### src/anbs_pkg.sv
// Shared types and constants for the Annex B NAL unit splitter.
// Used by every module under src; depends on nothing.
package anbs_pkg;

  localparam int unsigned LookDepth = 4;
  localparam int unsigned BurstMax  = 5;

  // Timestamp split: ts / 1e6 = (ts >> 6) / 15625, long division in three digits.
  localparam logic [13:0] DivD     = 14'd15625;
  localparam logic [30:0] DivRecip = 31'd1125899907;
  localparam int unsigned DivShift = 44;

  typedef struct packed {
    logic [7:0] data;
    logic       frame_end;
  } in_item_t;

  typedef struct packed {
    logic [44:0] sec;
    logic [19:0] usec;
  } pts_t;

  typedef struct packed {
    logic [7:0] data;
    logic       first;
    logic       last;
  } res_t;

  typedef struct packed {
    res_t [BurstMax-1:0] res;
    logic [2:0]          cnt;
  } burst_t;

endpackage

### src/annexb_nal_unit_splitter.sv
// Annex B NAL unit splitter: strips start codes, emits unit payload bytes.
// Throughput: one input byte per cycle while the output accepts results; a byte that
// yields k > 1 results holds the input while the result register drains.
// Reset: asynchronous, active low; parser returns to "before first start code".
module annexb_nal_unit_splitter import anbs_pkg::*; (
  input  logic        clk_i,
  input  logic        rst_ni,
  input  logic        s_axis_tvalid_i,
  output logic        s_axis_tready_o,
  input  logic [71:0] s_axis_tdata_i,  // data_byte[7:0], timestamp_us[71:8]
  input  logic        s_axis_tlast_i,
  output logic        m_axis_tvalid_o,
  input  logic        m_axis_tready_i,
  output logic [79:0] m_axis_tdata_o,  // payload_byte[7:0], pts_seconds[52:8], pts_micros[72:53]
  output logic [1:0]  m_axis_tuser_o,  // unit_first[0], burst_last[1]
  output logic        m_axis_tlast_o
);

  in_item_t in_item, div_item;
  pts_t     div_pts, out_pts;
  burst_t   burst;
  res_t     out_res;
  logic     div_valid, load_ok, load, en, burst_last;

  assign in_item.data      = s_axis_tdata_i[7:0];
  assign in_item.frame_end = s_axis_tlast_i;

  assign en              = !div_valid || load_ok;
  assign load            = div_valid && load_ok;
  assign s_axis_tready_o = en;

  anbs_ts_div u_div (
    .clk_i   (clk_i),
    .rst_ni  (rst_ni),
    .en_i    (en),
    .valid_i (s_axis_tvalid_i),
    .item_i  (in_item),
    .ts_i    (s_axis_tdata_i[71:8]),
    .valid_o (div_valid),
    .item_o  (div_item),
    .pts_o   (div_pts)
  );

  anbs_parse u_parse (
    .clk_i   (clk_i),
    .rst_ni  (rst_ni),
    .load_i  (load),
    .item_i  (div_item),
    .burst_o (burst)
  );

  anbs_burst u_burst (
    .clk_i        (clk_i),
    .rst_ni       (rst_ni),
    .load_i       (load),
    .burst_i      (burst),
    .pts_i        (div_pts),
    .ready_i      (m_axis_tready_i),
    .load_ok_o    (load_ok),
    .valid_o      (m_axis_tvalid_o),
    .res_o        (out_res),
    .pts_o        (out_pts),
    .burst_last_o (burst_last)
  );

  assign m_axis_tdata_o = {7'b0, out_pts.usec, out_pts.sec, out_res.data};
  assign m_axis_tuser_o = {burst_last, out_res.first};
  assign m_axis_tlast_o = out_res.last;

`ifndef SYNTHESIS
  a_usec_range: assert property (@(posedge clk_i) disable iff (!rst_ni)
    m_axis_tvalid_o |-> out_pts.usec < 20'd1000000)
    else $error("pts_micros out of range");

  a_stall_cause: assert property (@(posedge clk_i) disable iff (!rst_ni)
    !s_axis_tready_o |-> div_valid && m_axis_tvalid_o)
    else $error("input stalled without a pending burst");

  a_burst_cont: assert property (@(posedge clk_i) disable iff (!rst_ni)
    m_axis_tvalid_o && m_axis_tready_i && !m_axis_tuser_o[1] |=> m_axis_tvalid_o)
    else $error("burst ended before its last result");
`endif

endmodule

### src/anbs_ts_div.sv
// Input register and timestamp split pipeline (seconds and microseconds).
// Carries the byte item alongside; depends on anbs_pkg.
module anbs_ts_div import anbs_pkg::*; (
  input  logic        clk_i,
  input  logic        rst_ni,
  input  logic        en_i,
  input  logic        valid_i,
  input  in_item_t    item_i,
  input  logic [63:0] ts_i,
  output logic        valid_o,
  output in_item_t    item_o,
  output pts_t        pts_o
);

  logic [6:0]  v_q;
  in_item_t    item_q [7];
  logic [63:0] ts0_q;

  logic [29:0] n0_q, n1_q, n2_q;
  logic [16:0] q0_1_q, q0_2_q, q0_3_q, q0_4_q, q0_5_q, q0_6_q;
  logic [15:0] q1_3_q, q1_4_q, q1_5_q, q1_6_q;
  logic [11:0] q2_5_q, q2_6_q;
  logic [13:0] r0_q, r1_q, r2_q;
  logic [33:0] rest1_q, rest2_q;
  logic [17:0] rest3_q, rest4_q;
  logic [5:0]  low5_q, low6_q;

  logic [60:0] p0, p1, p2;
  logic [29:0] n1_d, n2_d;
  logic [29:0] m0, m1, m2;

  always_comb begin
    n1_d = {r0_q, rest2_q[33:18]};
    n2_d = {4'b0, r1_q, rest4_q[17:6]};
    p0   = {31'b0, ts0_q[63:34]} * {30'b0, DivRecip};
    p1   = {31'b0, n1_d} * {30'b0, DivRecip};
    p2   = {31'b0, n2_d} * {30'b0, DivRecip};
    m0   = {13'b0, q0_1_q} * {16'b0, DivD};
    m1   = {14'b0, q1_3_q} * {16'b0, DivD};
    m2   = {18'b0, q2_5_q} * {16'b0, DivD};
  end

  always_ff @(posedge clk_i or negedge rst_ni) begin
    if (!rst_ni) begin
      v_q <= '0;
    end else if (en_i) begin
      v_q <= {v_q[5:0], valid_i};
    end
  end

  always_ff @(posedge clk_i) begin
    if (en_i) begin
      item_q[0] <= item_i;
      for (int i = 1; i < 7; i++) begin
        item_q[i] <= item_q[i-1];
      end
      ts0_q   <= ts_i;
      // digit 0
      n0_q    <= ts0_q[63:34];
      q0_1_q  <= p0[DivShift+16:DivShift];
      rest1_q <= ts0_q[33:0];
      r0_q    <= 14'(n0_q - m0);
      q0_2_q  <= q0_1_q;
      rest2_q <= rest1_q;
      // digit 1
      n1_q    <= n1_d;
      q1_3_q  <= p1[DivShift+15:DivShift];
      q0_3_q  <= q0_2_q;
      rest3_q <= rest2_q[17:0];
      r1_q    <= 14'(n1_q - m1);
      q0_4_q  <= q0_3_q;
      q1_4_q  <= q1_3_q;
      rest4_q <= rest3_q;
      // digit 2
      n2_q    <= n2_d;
      q2_5_q  <= p2[DivShift+11:DivShift];
      q0_5_q  <= q0_4_q;
      q1_5_q  <= q1_4_q;
      low5_q  <= rest4_q[5:0];
      r2_q    <= 14'(n2_q - m2);
      q0_6_q  <= q0_5_q;
      q1_6_q  <= q1_5_q;
      q2_6_q  <= q2_5_q;
      low6_q  <= low5_q;
    end
  end

  assign valid_o    = v_q[6];
  assign item_o     = item_q[6];
  assign pts_o.sec  = {q0_6_q, q1_6_q, q2_6_q};
  assign pts_o.usec = {r2_q, low6_q};

endmodule

### src/anbs_parse.sv
// Start code parser: lookahead bytes, unit state and the result list of one byte.
// Depends on anbs_pkg.
module anbs_parse import anbs_pkg::*; (
  input  logic     clk_i,
  input  logic     rst_ni,
  input  logic     load_i,
  input  in_item_t item_i,
  output burst_t   burst_o
);

  logic [7:0] look_q [LookDepth];
  logic [2:0] cnt_q;
  logic       inside_q;
  logic       first_q;

  logic [7:0] look_d [LookDepth];
  logic [2:0] cnt_d;
  logic       inside_d;
  logic       first_d;

  logic [2:0] tz, zc, k1raw, k1, k2, m;
  logic       run, is_zero, is_sc, inside_mid, first_mid;

  always_comb begin
    tz  = '0;
    run = 1'b1;
    for (int i = LookDepth - 1; i >= 0; i--) begin
      if (3'(i) < cnt_q) begin
        if (run && look_q[i] == 8'd0) begin
          tz = tz + 3'd1;
        end else begin
          run = 1'b0;
        end
      end
    end

    is_zero = item_i.data == 8'd0;
    is_sc   = item_i.data == 8'd1 && tz >= 3'd2;
    zc      = (tz >= 3'd3) ? 3'd3 : tz;
    look_d  = look_q;

    if (is_zero) begin
      if (cnt_q == 3'(LookDepth)) begin
        k1raw = 3'd1;
        for (int i = 0; i < LookDepth - 1; i++) begin
          look_d[i] = look_q[i+1];
        end
        look_d[LookDepth-1] = 8'd0;
        cnt_d = cnt_q;
      end else begin
        k1raw = '0;
        look_d[cnt_q[1:0]] = 8'd0;
        cnt_d = cnt_q + 3'd1;
      end
    end else if (is_sc) begin
      k1raw = cnt_q - zc;
      cnt_d = '0;
    end else begin
      k1raw     = cnt_q;
      look_d[0] = item_i.data;
      cnt_d     = 3'd1;
    end

    k1         = inside_q ? k1raw : 3'd0;
    inside_mid = is_sc | inside_q;
    first_mid  = is_sc ? 1'b1 : ((k1 != 3'd0) ? 1'b0 : first_q);
    k2         = (item_i.frame_end && inside_mid) ? cnt_d : 3'd0;

    for (int j = 0; j < BurstMax; j++) begin
      m = 3'(j) - k1;
      if (3'(j) < k1) begin
        burst_o.res[j].data  = look_q[2'(j)];
        burst_o.res[j].first = (j == 0) && first_q;
        burst_o.res[j].last  = is_sc && (3'(j) == k1 - 3'd1);
      end else begin
        burst_o.res[j].data  = look_d[m[1:0]];
        burst_o.res[j].first = (3'(j) == k1) && first_mid;
        burst_o.res[j].last  = (m == k2 - 3'd1);
      end
    end
    burst_o.cnt = k1 + k2;

    inside_d = item_i.frame_end ? 1'b0 : inside_mid;
    first_d  = item_i.frame_end ? 1'b1 : first_mid;
  end

  always_ff @(posedge clk_i or negedge rst_ni) begin
    if (!rst_ni) begin
      cnt_q    <= '0;
      inside_q <= 1'b0;
      first_q  <= 1'b1;
    end else if (load_i) begin
      cnt_q    <= item_i.frame_end ? 3'd0 : cnt_d;
      inside_q <= inside_d;
      first_q  <= first_d;
    end
  end

  always_ff @(posedge clk_i) begin
    if (load_i) begin
      look_q <= look_d;
    end
  end

endmodule

### src/anbs_burst.sv
// Result register: holds the results of one byte and drains one per transfer.
// Depends on anbs_pkg.
module anbs_burst import anbs_pkg::*; (
  input  logic   clk_i,
  input  logic   rst_ni,
  input  logic   load_i,
  input  burst_t burst_i,
  input  pts_t   pts_i,
  input  logic   ready_i,
  output logic   load_ok_o,
  output logic   valid_o,
  output res_t   res_o,
  output pts_t   pts_o,
  output logic   burst_last_o
);

  res_t [BurstMax-1:0] res_q;
  logic [2:0]          cnt_q;
  pts_t                pts_q;
  logic                pop;

  assign valid_o      = cnt_q != 3'd0;
  assign pop          = valid_o && ready_i;
  assign load_ok_o    = (cnt_q == 3'd0) || (cnt_q == 3'd1 && ready_i);
  assign res_o        = res_q[0];
  assign pts_o        = pts_q;
  assign burst_last_o = cnt_q == 3'd1;

  always_ff @(posedge clk_i or negedge rst_ni) begin
    if (!rst_ni) begin
      cnt_q <= '0;
    end else if (load_i) begin
      cnt_q <= burst_i.cnt;
    end else if (pop) begin
      cnt_q <= cnt_q - 3'd1;
    end
  end

  always_ff @(posedge clk_i) begin
    if (load_i) begin
      res_q <= burst_i.res;
      pts_q <= pts_i;
    end else if (pop) begin
      for (int i = 0; i < BurstMax - 1; i++) begin
        res_q[i] <= res_q[i+1];
      end
    end
  end

endmodule

### config.mk
export PLATFORM = sky130hd
export DESIGN_NAME = annexb_nal_unit_splitter
export DESIGN_NICKNAME = d
export VERILOG_FILES = /design/src/anbs_pkg.sv /design/src/annexb_nal_unit_splitter.sv /design/src/anbs_ts_div.sv /design/src/anbs_parse.sv /design/src/anbs_burst.sv
export SDC_FILE = /design/constraint.sdc
export NUM_CORES = 2
export LEC_CHECK = 0
export ABC_AREA = 1
export BUFFER_PORTS_ARGS = -buffer_cell sky130_fd_sc_hd__buf_2
export CAP_MARGIN = 20
export CORE_ASPECT_RATIO = 1.1
export CORE_MARGIN = 2
export CORE_UTILIZATION = 30
export CTS_CLUSTER_SIZE = 24
export DETAILED_ROUTE_END_ITERATION = 16
export PLACE_DENSITY = 0.43
export SYNTH_ARGS = -nofsm -noshare
export SYNTH_HDL_FRONTEND = slang
export SYNTH_SLANG_ARGS = --single-unit
export TNS_END_PERCENT = 20
### constraint.sdc
create_clock -name clk_i -period 41.2 [get_ports clk_i]
set_input_delay 6.18 -clock clk_i [delete_from_list [all_inputs] [get_ports clk_i]]
set_output_delay 6.18 -clock clk_i [all_outputs]
set_load 0.02 [all_outputs]
==> metrics.txt <==
largest net degree at the start of global routing between 100 and 150; routed len/inst roughly 20 um; post-synthesis mux area share less than 1%; Ys Warns 0; startpoint types input port; Max Root-Sink Buffers 3; layout cells sized above 1 under 10%; simple-gate share of the synthesized area under 10%; root buf cell clkbuf_16; main combinational cell family by area after synthesis adder cells; R2R Path End u_div.q1_3_q[13]$_DFFE_PP_; Routed Antenna Nets 0; Max-Cap Viols 0; number of setup buffers added after CTS 0; grt total ovfl 0; Slew Limit Headroom 31.6%; synthesized netlist cell count 6433; Worst setup startpoint m_axis_tready_i; Critical path destination s_axis_tready_o; fmax approximately 0.075 GHz; Crit path required time approximately 35 ns; worst min path class reg2reg; Distinct cells, synth 62; clock transition at the registers of the reported paths 0.06 ns; H-tree depth 3; FP Rows between 150 and 200; r2r setup slk 33.51 ns; nets 8791; Final setup viols 0; slowest stage cell on the critical path buf_2; I/O Buffers 154; Worst EP arrival roughly 7.1 ns; first-pass GRT wire length 296000 um; Pre-antenna DRT Iters 6; chip height 510 um; clk_lat worst skew 0.74 ns; Compound-Gate Fraction of Synth Area 5.28%; HPWL Detailed ~160000 um; EDFF count, synth approximately 660; # clock sinks between 600 and 700; core area 0.231 mm^2; max incr delay on CP between 0.2 and 0.3 ns; I/O pins around 160; Post-Synth Adder-Cell Area between 40% and 50%; initial antenna violation count 10; unrepaired setup endpoints after global routing false; Area Overhead vs Synth 10.7%; Final Cycle Share 32.2%; # hold bufs at CTS 0; final wirelength around 190000 um; clock skew 0.0524 ns; via count between 40000 and 50000; Hold Fails Final Rpt 0; Worst Path Buf+Inv 3; Vias/cell about 4.4; CP delay by family, top buffers and inverters; Final min period between 10 and 15 ns; Post-CTS Resized 0; asr flop ratio synth 2.21%; Worst Path Max Fanout 5; CTS buffer count 83; average cell area after synthesis roughly 11 um^2; die area about 0.24 mm^2; Starting Density a little under a third; setup_tns 0 ns; RR Startpoint u_div.rest2_q[21]$_DFFE_PP_; pins over their slew limit 0; Top FF cell, synth edfxtp_1; Placer Congestion around 0.9; DRT iter0 DRCs ~2200; Crit Path Category in2out; most frequent cells in the layout 1769 x inv_1, 1121 x ha_1, 939 x fa_1; #FFs+latches synth between 600 and 700; CTS tree yes; Stages on worst setup path 6; status completed; die width 464 um; Seq/Total Area, Yosys 29.2%; R2R cell count 23; commonest non-fill, non-tap cell in the layout inv_1; mapped cell area ~0.070 mm^2; number of global-route vias before repair roughly 48000; total track usage between 15 and 20%; Synth Area in XOR/XNOR 1.72%; Setup crit end kind primary output; crit-path cells buf_2 > nand2_1 > nand2_1 > inv_1 > nand2_4 > buf_2; number of remaining DRC errors 0; worst slew pin tran 1.03 ns
layer usage:
| layer | vias up | wire length [um] | global-route usage, % |
|---|---|---|---|
| met5 | - | 13 | 0 |
| met4 | 2 | 4170 | 3.80 |
| met3 | 183 | 5980 | 1.76 |
| met2 | 605 | 97000 | 29.8 |
| met1 | 21800 | 85500 | 21.4 |
| li1 | 21000 | - | - |
cell type report:
| type | count | area [um^2] |
|---|---|---|
| Inverter | 1786 | 6700 |
| Timing Repair Buffer | 176 | 958 |
| Clock inverter | 49 | 619 |
| Tap cell | 3085 | 3860 |
| Fill cell | 23700 | 154000 |
| Antenna cell | 4 | 10.0 |
| Multi-Input combinational cell | 3928 | 42400 |
| Sequential cell | 679 | 20300 |
| Clock buffer | 103 | 2260 |
flip-flops by register name (all words and copies together) (netlist names), 18 cells and up:
signal and cells:
u_div.rest4_q 18, u_div.rest2_q 34, u_burst.res_q 40, u_div.rest1_q 34, u_parse.look_q 32, u_div.item_q 63
u_div.rest3_q 18, u_burst.pts_o 65, u_div.ts0_q 64
synth_stat cells, types with 23 or more instances:
master / count / area, um^2
nand2_1: 485 / 1820
o22ai_1: 23 / 144
a21oi_1: 280 / 1400
a31oi_1: 43 / 269
nor3_1: 30 / 150
nand4_1: 42 / 263
fa_1: 939 / 18800
xnor2_1: 52 / 455
edfxtp_1: 664 / 19900
xor2_1: 85 / 744
o21ai_0: 172 / 861
inv_1: 1770 / 6640
ha_1: 1121 / 14000
nor2_1: 299 / 1120
nand3_1: 139 / 696
logic make-up (layout without fill, tap and decap cells):
kind of cell,count (synthesis),in the layout
mux,1,1
xor+xnor,137,137
simple gates,1075,1075
compound gates,648,648
other cells,1,11
flops,679,679
fa+ha+maj,2060,2060
buf+inv,1832,2114
metrics by stage:
stage / utilization, % / std cells / cell area, um^2 / hold slack [ns] / setup slack (ns)
floorplan: - / 6439 / 69700 / 0.400 / 14.35
global placement: 32.1 / 9652 / 74200 / 0.403 / 27.83
detailed placement: 32.1 / 9652 / 74200 / 0.405 / 27.88
CTS: 33.4 / 9804 / 77100 / 0.404 / 27.87
global route: 33.4 / 9809 / 77100 / 0.415 / 27.87
finish: 33.4 / 9810 / 77100 / 0.398 / 27.93
how the worst min path moves through the flow:
| stage | from | end | slack, ns | cells past startpoint |
|---|---|---|---|---|
| after global placement | u_div.q1_6_q[6]$_DFFE_PP_ | u_burst.pts_o[38]$_DFFE_PP_ | 0.40 | 0 |
| after detailed placement | u_div.q2_6_q[5]$_DFFE_PP_ | u_burst.pts_o[25]$_DFFE_PP_ | 0.40 | 0 |
| after floorplan | u_div.low6_q[0]$_DFFE_PP_ | u_burst.pts_o[0]$_DFFE_PP_ | 0.40 | 0 |
| after global routing | u_div.q0_3_q[13]$_DFFE_PP_ | u_div.q0_4_q[13]$_DFFE_PP_ | 0.42 | 0 |
| final | u_div.q0_5_q[16]$_DFFE_PP_ | u_div.q0_6_q[16]$_DFFE_PP_ | 0.40 | 0 |
| after CTS | u_div.rest1_q[32]$_DFFE_PP_ | u_div.rest2_q[32]$_DFFE_PP_ | 0.40 | 0 |
Power is left out: the tool's default activity adds up to more than one toggle a clock period on the data nets, which glitch-free logic cannot reach.
